==> src/design/gddw_pkg.sv <==
// Shared widths, constants, command codes and the month table for the
// Gregorian day difference and weekday block. No dependencies.
`default_nettype none

package gddw_pkg;

    // Field widths.
    localparam int YEAR_W  = 14;
    localparam int MONTH_W = 4;
    localparam int DAY_W   = 5;
    localparam int DIFF_W  = 23;
    localparam int WD_W    = 3;

    // Day numbers of the largest 14-bit year still fit in 23 bits.
    localparam int DN_W    = 23;
    localparam int CUM_W   = 9;

    // Year arithmetic: quarter of a year count and division by 25 through a reciprocal.
    localparam int Q4_W        = YEAR_W - 2;
    localparam int RECIP_25    = 5243;
    localparam int RECIP_SHIFT = 17;
    localparam int PROD_W      = 25;
    localparam int Q100_W      = 8;
    localparam int DAYS_PER_YEAR = 365;
    localparam int CENTURY_QUARTERS = 25;

    // Modulo-seven folding of a day number in 3-bit groups (8 is 1 modulo 7).
    localparam int FOLD_GROUPS = (DN_W + 2) / 3;
    localparam int FOLD_W      = 6;
    localparam int DAYS_PER_WEEK = 7;

    // Lanes: date A, date B and January 1 of the base year.
    localparam int NUM_LANES = 3;
    localparam int LANE_A    = 0;
    localparam int LANE_B    = 1;
    localparam int LANE_BASE = 2;

    // Pipeline depth.
    localparam int NUM_STAGES = 6;

    // Configuration and parameter defaults.
    localparam int unsigned MAX_YEAR_DEFAULT = 9999;
    localparam logic [YEAR_W-1:0] BASE_YEAR_RESET = 14'd1600;
    localparam logic [MONTH_W-1:0] MONTH_JAN = 4'd1;
    localparam logic [DAY_W-1:0]   DAY_FIRST = 5'd1;

    // Saturation limits of the difference.
    localparam logic signed [DN_W:0] DIFF_MAX = 24'sd4194303;
    localparam logic signed [DN_W:0] DIFF_MIN = -24'sd4194304;

    typedef enum logic {
        CMD_DIFF    = 1'b0,
        CMD_WEEKDAY = 1'b1
    } cmd_t;

    // Days in the months before the given month. Month zero counts as January
    // and months above twelve count the whole year.
    function automatic logic [CUM_W-1:0] cum_days(input logic leap,
                                                  input logic [MONTH_W-1:0] month);
        logic [CUM_W-1:0] days;
        unique case (month)
            4'd0, 4'd1: days = 9'd0;
            4'd2:       days = 9'd31;
            4'd3:       days = 9'd59;
            4'd4:       days = 9'd90;
            4'd5:       days = 9'd120;
            4'd6:       days = 9'd151;
            4'd7:       days = 9'd181;
            4'd8:       days = 9'd212;
            4'd9:       days = 9'd243;
            4'd10:      days = 9'd273;
            4'd11:      days = 9'd304;
            4'd12:      days = 9'd334;
            default:    days = 9'd365;
        endcase
        if (leap && (month >= 4'd3))
        begin
            days = days + 9'd1;
        end
        return days;
    endfunction

endpackage

`default_nettype wire

==> src/design/gregorian_day_difference_weekday.sv <==
// Gregorian day difference and weekday: a six-stage pipeline over three date lanes.
// Depends on gddw_pkg for widths, constants, command codes and the month table.
//
// Usage:
//   The input channel (in_valid, in_stall) carries one transaction per query: a
//   command and two dates A and B. The output channel (out_valid, out_stall)
//   returns one transaction per query, in order. Command zero gives the signed
//   days from A to B in day_difference; command one gives the weekday of A,
//   counted from January 1 of base_year, in weekday. The other field is zero.
//   base_year is to be written through cfg_we and cfg_wdata only while no
//   query is in flight; the block does not enforce this. Throughput is one
//   transaction per cycle while out_stall is low: every date is turned into
//   a day number by a fixed chain of stages (year clamp, reciprocal multiplies,
//   leap test, month table, subtract and modulo-seven fold), with no iteration.
//   A stall from the receiver holds the output register; the stages behind it
//   keep filling empty slots, and in_stall rises only when all six are full.
//   Reset clears every stage valid bit and sets base_year to 1600.
`default_nettype none

module gregorian_day_difference_weekday #(
    parameter int unsigned MAX_YEAR = gddw_pkg::MAX_YEAR_DEFAULT
) (
    input  wire logic                                clk,
    input  wire logic                                rst_n,
    input  wire logic                                cfg_we,
    input  wire logic [gddw_pkg::YEAR_W-1:0]         cfg_wdata,
    input  wire logic                                in_valid,
    output logic                                     in_stall,
    input  wire logic                                command,
    input  wire logic [gddw_pkg::DAY_W-1:0]          a_day,
    input  wire logic [gddw_pkg::MONTH_W-1:0]        a_month,
    input  wire logic [gddw_pkg::YEAR_W-1:0]         a_year,
    input  wire logic [gddw_pkg::DAY_W-1:0]          b_day,
    input  wire logic [gddw_pkg::MONTH_W-1:0]        b_month,
    input  wire logic [gddw_pkg::YEAR_W-1:0]         b_year,
    output logic                                     out_valid,
    input  wire logic                                out_stall,
    output logic signed [gddw_pkg::DIFF_W-1:0]       day_difference,
    output logic [gddw_pkg::WD_W-1:0]                weekday
);

    localparam int L = gddw_pkg::NUM_LANES;
    localparam int S = gddw_pkg::NUM_STAGES;

    // Configuration register.
    logic [gddw_pkg::YEAR_W-1:0] base_year_reg;

    // Stage valid bits and advance enables.
    logic [S-1:0] vld_reg;
    logic [S-1:0] vld_next;
    logic [S-1:0] en;

    // Lane sources.
    logic [gddw_pkg::YEAR_W-1:0]  raw_year  [L];
    logic [gddw_pkg::MONTH_W-1:0] raw_month [L];
    logic [gddw_pkg::DAY_W-1:0]   raw_day   [L];

    // Stage 1: clamped year.
    gddw_pkg::cmd_t               s1_cmd_reg;
    logic [gddw_pkg::YEAR_W-1:0]  s1_y_reg     [L];
    logic [gddw_pkg::YEAR_W-1:0]  s1_y_next    [L];
    logic [gddw_pkg::MONTH_W-1:0] s1_month_reg [L];
    logic [gddw_pkg::DAY_W-1:0]   s1_day_reg   [L];

    // Stage 2: products.
    gddw_pkg::cmd_t               s2_cmd_reg;
    logic [gddw_pkg::DN_W-1:0]    s2_p365_reg    [L];
    logic [gddw_pkg::DN_W-1:0]    s2_p365_next   [L];
    logic [gddw_pkg::Q4_W-1:0]    s2_q4_reg      [L];
    logic [gddw_pkg::Q4_W-1:0]    s2_q4_next     [L];
    logic [gddw_pkg::PROD_W-1:0]  s2_prod_reg    [L];
    logic [gddw_pkg::PROD_W-1:0]  s2_prod_next   [L];
    logic [gddw_pkg::Q4_W-1:0]    s2_yq4_reg     [L];
    logic [gddw_pkg::PROD_W-1:0]  s2_prody_reg   [L];
    logic [gddw_pkg::PROD_W-1:0]  s2_prody_next  [L];
    logic [1:0]                   s2_ylo_reg     [L];
    logic [gddw_pkg::MONTH_W-1:0] s2_month_reg   [L];
    logic [gddw_pkg::DAY_W-1:0]   s2_day_reg     [L];
    logic [gddw_pkg::YEAR_W-1:0]  p_c            [L];

    // Stage 3: days before the year and the leap flag.
    gddw_pkg::cmd_t               s3_cmd_reg;
    logic [gddw_pkg::DN_W-1:0]    s3_dby_reg    [L];
    logic [gddw_pkg::DN_W-1:0]    s3_dby_next   [L];
    logic                         s3_leap_reg   [L];
    logic                         s3_leap_next  [L];
    logic [gddw_pkg::MONTH_W-1:0] s3_month_reg  [L];
    logic [gddw_pkg::DAY_W-1:0]   s3_day_reg    [L];
    logic [gddw_pkg::Q100_W-1:0]  q100_c        [L];
    logic [gddw_pkg::Q100_W-1:0]  qy_c          [L];
    logic [gddw_pkg::Q4_W-1:0]    r25_c         [L];
    logic                         div4_c        [L];
    logic                         div100_c      [L];

    // Stage 4: day numbers.
    gddw_pkg::cmd_t               s4_cmd_reg;
    logic [gddw_pkg::DN_W-1:0]    s4_dn_reg     [L];
    logic [gddw_pkg::DN_W-1:0]    s4_dn_next    [L];

    // Stage 5: saturated difference and first modulo-seven fold.
    gddw_pkg::cmd_t                    s5_cmd_reg;
    logic signed [gddw_pkg::DIFF_W-1:0] s5_diff_reg;
    logic signed [gddw_pkg::DIFF_W-1:0] s5_diff_next;
    logic [gddw_pkg::FOLD_W-1:0]       s5_fold_a_reg;
    logic [gddw_pkg::FOLD_W-1:0]       s5_fold_base_reg;
    logic signed [gddw_pkg::DN_W:0]    diff_c;

    // Stage 6: output register.
    logic signed [gddw_pkg::DIFF_W-1:0] out_diff_reg;
    logic signed [gddw_pkg::DIFF_W-1:0] out_diff_next;
    logic [gddw_pkg::WD_W-1:0]          out_wd_reg;
    logic [gddw_pkg::WD_W-1:0]          out_wd_next;
    logic [gddw_pkg::WD_W-1:0]          rem_a_c;
    logic [gddw_pkg::WD_W-1:0]          rem_base_c;
    logic [gddw_pkg::WD_W:0]            rem_diff_c;

    // Sum of the 3-bit groups of a day number; congruent to it modulo seven.
    function automatic logic [gddw_pkg::FOLD_W-1:0] fold7(input logic [gddw_pkg::DN_W-1:0] x);
        logic [3*gddw_pkg::FOLD_GROUPS-1:0] xp;
        logic [gddw_pkg::FOLD_W-1:0]        acc;
        xp  = (3*gddw_pkg::FOLD_GROUPS)'(x);
        acc = '0;
        for (int g = 0; g < gddw_pkg::FOLD_GROUPS; g++)
        begin
            acc = acc + gddw_pkg::FOLD_W'(xp[3*g +: 3]);
        end
        return acc;
    endfunction

    // Finish the reduction of a folded sum (at most 56) to 0..6.
    function automatic logic [gddw_pkg::WD_W-1:0] finish7(input logic [gddw_pkg::FOLD_W-1:0] f);
        logic [3:0] t;
        logic [3:0] u;
        t = 4'(f[5:3]) + 4'(f[2:0]);
        u = 4'(t[3]) + 4'(t[2:0]);
        if (u >= 4'(gddw_pkg::DAYS_PER_WEEK))
        begin
            u = u - 4'(gddw_pkg::DAYS_PER_WEEK);
        end
        return u[2:0];
    endfunction

    // A stage advances when it is empty or the stage after it advances.
    always_comb
    begin
        en[S-1] = !vld_reg[S-1] || !out_stall;
        for (int k = S - 2; k >= 0; k--)
        begin
            en[k] = !vld_reg[k] || en[k+1];
        end
        vld_next[0] = en[0] ? in_valid : vld_reg[0];
        for (int k = 1; k < S; k++)
        begin
            vld_next[k] = en[k] ? vld_reg[k-1] : vld_reg[k];
        end
    end

    assign in_stall = !en[0];

    always_ff @(posedge clk or negedge rst_n)
    begin
        if (!rst_n)
        begin
            vld_reg       <= '0;
            base_year_reg <= gddw_pkg::BASE_YEAR_RESET;
        end
        else
        begin
            vld_reg <= vld_next;
            if (cfg_we)
            begin
                base_year_reg <= cfg_wdata;
            end
        end
    end

    // Stage 1 logic: pick lane sources and clamp each year to 1..MAX_YEAR.
    always_comb
    begin
        raw_year[gddw_pkg::LANE_A]     = a_year;
        raw_month[gddw_pkg::LANE_A]    = a_month;
        raw_day[gddw_pkg::LANE_A]      = a_day;
        raw_year[gddw_pkg::LANE_B]     = b_year;
        raw_month[gddw_pkg::LANE_B]    = b_month;
        raw_day[gddw_pkg::LANE_B]      = b_day;
        raw_year[gddw_pkg::LANE_BASE]  = base_year_reg;
        raw_month[gddw_pkg::LANE_BASE] = gddw_pkg::MONTH_JAN;
        raw_day[gddw_pkg::LANE_BASE]   = gddw_pkg::DAY_FIRST;
        for (int i = 0; i < L; i++)
        begin
            if (raw_year[i] == '0)
            begin
                s1_y_next[i] = gddw_pkg::YEAR_W'(1);
            end
            else if (32'(raw_year[i]) > MAX_YEAR)
            begin
                s1_y_next[i] = gddw_pkg::YEAR_W'(MAX_YEAR);
            end
            else
            begin
                s1_y_next[i] = raw_year[i];
            end
        end
    end

    // Stage 2 logic: 365 times the years before, and reciprocal products for /100.
    always_comb
    begin
        for (int i = 0; i < L; i++)
        begin
            p_c[i]           = s1_y_reg[i] - gddw_pkg::YEAR_W'(1);
            s2_p365_next[i]  = gddw_pkg::DN_W'(p_c[i])
                             * gddw_pkg::DN_W'(gddw_pkg::DAYS_PER_YEAR);
            s2_q4_next[i]    = p_c[i][gddw_pkg::YEAR_W-1:2];
            s2_prod_next[i]  = gddw_pkg::PROD_W'(s2_q4_next[i])
                             * gddw_pkg::PROD_W'(gddw_pkg::RECIP_25);
            s2_prody_next[i] = gddw_pkg::PROD_W'(s1_y_reg[i][gddw_pkg::YEAR_W-1:2])
                             * gddw_pkg::PROD_W'(gddw_pkg::RECIP_25);
        end
    end

    // Stage 3 logic: days in all earlier years, and the leap test of the year.
    always_comb
    begin
        for (int i = 0; i < L; i++)
        begin
            q100_c[i] = gddw_pkg::Q100_W'(s2_prod_reg[i] >> gddw_pkg::RECIP_SHIFT);
            s3_dby_next[i] = s2_p365_reg[i]
                           + gddw_pkg::DN_W'(s2_q4_reg[i])
                           - gddw_pkg::DN_W'(q100_c[i])
                           + gddw_pkg::DN_W'(q100_c[i][gddw_pkg::Q100_W-1:2]);
            qy_c[i]     = gddw_pkg::Q100_W'(s2_prody_reg[i] >> gddw_pkg::RECIP_SHIFT);
            r25_c[i]    = s2_yq4_reg[i] - gddw_pkg::Q4_W'(qy_c[i])
                        * gddw_pkg::Q4_W'(gddw_pkg::CENTURY_QUARTERS);
            div4_c[i]   = (s2_ylo_reg[i] == 2'd0);
            div100_c[i] = div4_c[i] && (r25_c[i] == '0);
            s3_leap_next[i] = (div4_c[i] && !div100_c[i])
                            || (div100_c[i] && (qy_c[i][1:0] == 2'd0));
        end
    end

    // Stage 4 logic: add the earlier months and the day of the month.
    always_comb
    begin
        for (int i = 0; i < L; i++)
        begin
            s4_dn_next[i] = s3_dby_reg[i]
                          + gddw_pkg::DN_W'(gddw_pkg::cum_days(s3_leap_reg[i], s3_month_reg[i]))
                          + gddw_pkg::DN_W'(s3_day_reg[i]);
        end
    end

    // Stage 5 logic: signed difference with saturation.
    always_comb
    begin
        diff_c = $signed({1'b0, s4_dn_reg[gddw_pkg::LANE_B]})
               - $signed({1'b0, s4_dn_reg[gddw_pkg::LANE_A]});
        if (diff_c > gddw_pkg::DIFF_MAX)
        begin
            s5_diff_next = gddw_pkg::DIFF_W'(gddw_pkg::DIFF_MAX);
        end
        else if (diff_c < gddw_pkg::DIFF_MIN)
        begin
            s5_diff_next = gddw_pkg::DIFF_W'(gddw_pkg::DIFF_MIN);
        end
        else
        begin
            s5_diff_next = gddw_pkg::DIFF_W'(diff_c);
        end
    end

    // Stage 6 logic: weekday as the nonnegative difference of the two remainders.
    always_comb
    begin
        rem_a_c    = finish7(s5_fold_a_reg);
        rem_base_c = finish7(s5_fold_base_reg);
        rem_diff_c = {1'b0, rem_a_c} - {1'b0, rem_base_c};
        if (rem_diff_c[gddw_pkg::WD_W])
        begin
            rem_diff_c = rem_diff_c + (gddw_pkg::WD_W+1)'(gddw_pkg::DAYS_PER_WEEK);
        end
        unique case (s5_cmd_reg)
            gddw_pkg::CMD_DIFF:
            begin
                out_diff_next = s5_diff_reg;
                out_wd_next   = '0;
            end
            gddw_pkg::CMD_WEEKDAY:
            begin
                out_diff_next = '0;
                out_wd_next   = rem_diff_c[gddw_pkg::WD_W-1:0];
            end
            default:
            begin
                out_diff_next = '0;
                out_wd_next   = '0;
            end
        endcase
    end

    // Payload registers of all stages.
    always_ff @(posedge clk)
    begin
        if (en[0])
        begin
            s1_cmd_reg <= gddw_pkg::cmd_t'(command);
            for (int i = 0; i < L; i++)
            begin
                s1_y_reg[i]     <= s1_y_next[i];
                s1_month_reg[i] <= raw_month[i];
                s1_day_reg[i]   <= raw_day[i];
            end
        end
        if (en[1])
        begin
            s2_cmd_reg <= s1_cmd_reg;
            for (int i = 0; i < L; i++)
            begin
                s2_p365_reg[i]  <= s2_p365_next[i];
                s2_q4_reg[i]    <= s2_q4_next[i];
                s2_prod_reg[i]  <= s2_prod_next[i];
                s2_yq4_reg[i]   <= s1_y_reg[i][gddw_pkg::YEAR_W-1:2];
                s2_prody_reg[i] <= s2_prody_next[i];
                s2_ylo_reg[i]   <= s1_y_reg[i][1:0];
                s2_month_reg[i] <= s1_month_reg[i];
                s2_day_reg[i]   <= s1_day_reg[i];
            end
        end
        if (en[2])
        begin
            s3_cmd_reg <= s2_cmd_reg;
            for (int i = 0; i < L; i++)
            begin
                s3_dby_reg[i]   <= s3_dby_next[i];
                s3_leap_reg[i]  <= s3_leap_next[i];
                s3_month_reg[i] <= s2_month_reg[i];
                s3_day_reg[i]   <= s2_day_reg[i];
            end
        end
        if (en[3])
        begin
            s4_cmd_reg <= s3_cmd_reg;
            for (int i = 0; i < L; i++)
            begin
                s4_dn_reg[i] <= s4_dn_next[i];
            end
        end
        if (en[4])
        begin
            s5_cmd_reg       <= s4_cmd_reg;
            s5_diff_reg      <= s5_diff_next;
            s5_fold_a_reg    <= fold7(s4_dn_reg[gddw_pkg::LANE_A]);
            s5_fold_base_reg <= fold7(s4_dn_reg[gddw_pkg::LANE_BASE]);
        end
        if (en[5])
        begin
            out_diff_reg <= out_diff_next;
            out_wd_reg   <= out_wd_next;
        end
    end

    assign out_valid      = vld_reg[S-1];
    assign day_difference = out_diff_reg;
    assign weekday        = out_wd_reg;

`ifndef ASSERT_OFF
    // Only one of the two result fields can be nonzero.
    assert property (@(posedge clk) disable iff (!rst_n)
        out_valid |-> (day_difference == '0 || weekday == '0))
        else $error("both result fields are nonzero");

    // The weekday is always reduced to 0..6.
    assert property (@(posedge clk) disable iff (!rst_n)
        out_valid |-> (weekday < 3'(gddw_pkg::DAYS_PER_WEEK)))
        else $error("weekday out of range");

    // The input is held off only when every stage holds a transaction.
    assert property (@(posedge clk) disable iff (!rst_n)
        in_stall |-> (&vld_reg && out_stall))
        else $error("input stalled with room in the pipeline");

    // A transaction that is not taken at the output stays there.
    assert property (@(posedge clk) disable iff (!rst_n)
        (vld_reg[S-1] && out_stall) |=> vld_reg[S-1])
        else $error("output transaction dropped under stall");
`endif

endmodule

`default_nettype wire

==> config.mk <==
export PLATFORM = sky130hd
export DESIGN_NAME = gregorian_day_difference_weekday
export DESIGN_NICKNAME = d
export VERILOG_FILES = /design/src/design/gddw_pkg.sv /design/src/design/gregorian_day_difference_weekday.sv
export SDC_FILE = /design/constraint.sdc
export NUM_CORES = 2
export LEC_CHECK = 0
export BUFFER_PORTS_ARGS = -buffer_cell sky130_fd_sc_hd__buf_4
export CAP_MARGIN = 5
export CORE_MARGIN = 2
export CORE_UTILIZATION = 40
export CTS_BUF_LIST = sky130_fd_sc_hd__clkbuf_16
export DETAILED_ROUTE_END_ITERATION = 8
export GPL_ROUTABILITY_DRIVEN = 0
export GPL_TIMING_DRIVEN = 0
export MAX_ROUTING_LAYER = met4
export PLACE_DENSITY = 0.62
export SYNTH_ARGS = -nofsm -noshare
export SYNTH_HDL_FRONTEND = slang
export SYNTH_SLANG_ARGS = --single-unit
==> constraint.sdc <==
create_clock -name clk -period 7.48 [get_ports clk]
set_input_delay 1.87 -clock clk [delete_from_list [all_inputs] [get_ports clk]]
set_output_delay 1.87 -clock clk [all_outputs]
set_load 0.05 [all_outputs]
==> metrics.txt <==
status=completed; GR Util met3=1.88%; # setup viols final=0; layout cells sized above 1=6.80%; Post-Synthesis Cell Area=48700 um^2; vias in the first global route=31200; pin count of the biggest net entering global routing=71; largest cells by area after synthesis=edfxtp_1 29%, ha_1 21%, fa_1 19%, inv_1 8.6%, xnor2_1 3.8%; drt total wl=92200 um; io pins=94; critical path class=flip-flop to flip-flop; Register-to-Register Path Depth=24; clock sinks=495; critical path depth=24; hold crit path type=flip-flop to flip-flop; WP data required=7.89 ns; Period minus WS final=7.12 ns; hold path depth=0; number of synthesized register bits=495; RSZ-0062 raised after global routing=true; CP max-delay cell=fa_1; GRT busiest layer=met2; Die Height=353 um; DRC=0; count leader, synth=inv_1; CP Max Fanout=6; endpoints failing hold=0; Area Overhead vs Synth=11.0%; fin crit share=95.2%; hold_buf cts=0; Placement Rows=127; clock root buffer=clkbuf_16; First-pass DRT Iterations=5; Synth async-reset ratio=4.04%; fin. max-slew vios=0; Clock transition at path regs=0.06 ns; gr ovfl total=0; post-synthesis cell count=4456; CP arrival=7.53 ns; die area=125000 um^2; GR Util met1=21.5%; Fmax=140 MHz; top-area cell type share of the netlist area=29.3%; Post-synth EDFFs=475; Post-Syn Nets=5817; Initial Util=40.5%; port buffer count=93; hpwl dp=76400 um; DR iter-0 viols=1306; GRT met2 Usage=25.3%; Final Skew=0.0513 ns; CP Capture Type=flip-flop; # diodes=0; vias per cell=4.76; Num CTS Buffers=59; Die W=353 um; Top cell by count, worst path=fa_1; first-pass GRT wire length=157000 um; clock latency on the worst-skew pair=0.68 ns; Slew HR=17.7%; max-cap violation count=0; sequential-to-total area share from yosys stat=30.3%; post-synthesis cell type count=90; drt wl/cell=14.6 um; Largest delay share family, worst path=adder cells; Yosys top cell by area=edfxtp_1; Max Root-Sink Buffers=3; Commonest cells post-synth=1119 x inv_1, 832 x ha_1, 475 x edfxtp_1; Post-synth top flop=edfxtp_1; worst stage delay on the critical path=0.58 ns; initial antenna violation count=2; CTS tree=built; synth warn=0; Post-Syn Area per Cell=10.9 um^2; via count=30000; worst-path cell chain=inv_2 > ha_1 > o21ai_0 > nor3_2 > and3_1 > xnor2_4 > inv_1 > fa_1 > fa_1 > fa_1 > inv_1 > fa_1 > inv_1 > fa_1 > inv_1 > ha_1 > a21o_1 > a21oi_1 > o21ai_0 > a21oi_1 > a31oi_2 > a21o_1 > a21oi_1 > xnor2_1; H-tree Lvls=2; Crit path buffers/inverters=5; Nets=6002; Antenna Nets Post-Route=0; Least-Margin Pin Slew=1.23 ns; Startpoint Class=flip-flop; setup TNS=0 ns; core area=120000 um^2; GRT Util Overall=15.8%
logic make-up after synthesis:
group	Yosys count	synth area share (%)
xor+xnor	296	5.37
fa+ha+maj	1299	40.5
mux	28	0.614
simple gates	665	7.00
buf+inv	1137	8.81
flops	495	30.3
compound gates	536	7.36
layer usage:
layer	routed length (um)	part of all wire [%]	vias up
li1	-	-	15100
met1	44900	49	14500
met2	42900	46	321
met3	2690	2.9	112
met4	1740	1.9	0
met5	0	0	-
placed cells by master, fill, tap and decap left out, drive strengths merged, types with 54 or more instances in the layout:
cell       n
xnor2    213
edfxtp   475
buf      127
xor2      83
fa       463
nand2    130
a21oi    137
inv     1135
ha       832
a21o      73
nor3      58
nor2b     62
nor2     161
o21ai    110
clkbuf    76
nand3     54
layout make-up:
type / instances / area [um^2]
inverters: 1120 / 4210
fillers: 11200 / 66200
multi-input cells: 2824 / 29900
flip-flops and latches: 495 / 14800
plain buffers: 17 / 82.6
repair buffers: 124 / 1070
clock inverters: 50 / 405
clock buffers: 62 / 1550
well taps: 1612 / 2020
final timing paths:
| path | end | slack, ns | start |
|---|---|---|---|
| min in group asynchronous | vld_reg[0] | 1.12 | rst_n |
| worst max register to register | s2_prod_reg[0][48] | 0.36 | s1_y_reg[0][14] |
| max in group asynchronous | base_year_reg[10] | 6.04 | rst_n |
| worst min register to register | s2_month_reg[0][6] | 0.41 | s1_month_reg[0][6] |
| worst max-delay path | s2_prod_reg[0][48] | 0.36 | s1_y_reg[0][14] |
| worst min-delay path | s2_month_reg[0][6] | 0.41 | s1_month_reg[0][6] |
stage by stage:
| stage | hold slack, ns | cells | worst slack (ns) | utilization, % | cell area, um^2 |
|---|---|---|---|---|---|
| after global routing | 0.417 | 6304 | -0.0784 | 44.9 | 54000 |
| after detailed placement | 0.405 | 6168 | -0.619 | 42.9 | 51600 |
| after floorplan | 0.400 | 4456 | 0.552 | - | 48700 |
| after global placement | 0.403 | 6161 | -2.31 | 42.7 | 51400 |
| after CTS | 0.409 | 6289 | 0.0114 | 44.7 | 53800 |
| final | 0.409 | 6304 | 0.361 | 44.9 | 54000 |
worst reg2reg max path: stages (launching register included):
cell and delay (ns):
edfxtp_1 0.55, inv_2 0.15, ha_1 0.27, o21ai_0 0.33, nor3_2 0.11, and3_1 0.26, xnor2_4 0.36, inv_1 0.11
fa_1 0.56, fa_1 0.45, fa_1 0.52, inv_1 0.07, fa_1 0.58, inv_1 0.07, fa_1 0.53, inv_1 0.05
ha_1 0.30, a21o_1 0.19, a21oi_1 0.23, o21ai_0 0.13, a21oi_1 0.30, a31oi_2 0.20, a21o_1 0.23, a21oi_1 0.19
xnor2_1 0.14
timing repair:
action                                 CTS  global route
pin swaps                                1             2
endpoints found under the hold margin    0             0
gates resized for setup                 16            24
setup buffers                            9            15
setup endpoints to repair               15            13
Power is not shown: default switching activity piles up to over one toggle a cycle in this logic, so the estimate is an artifact.
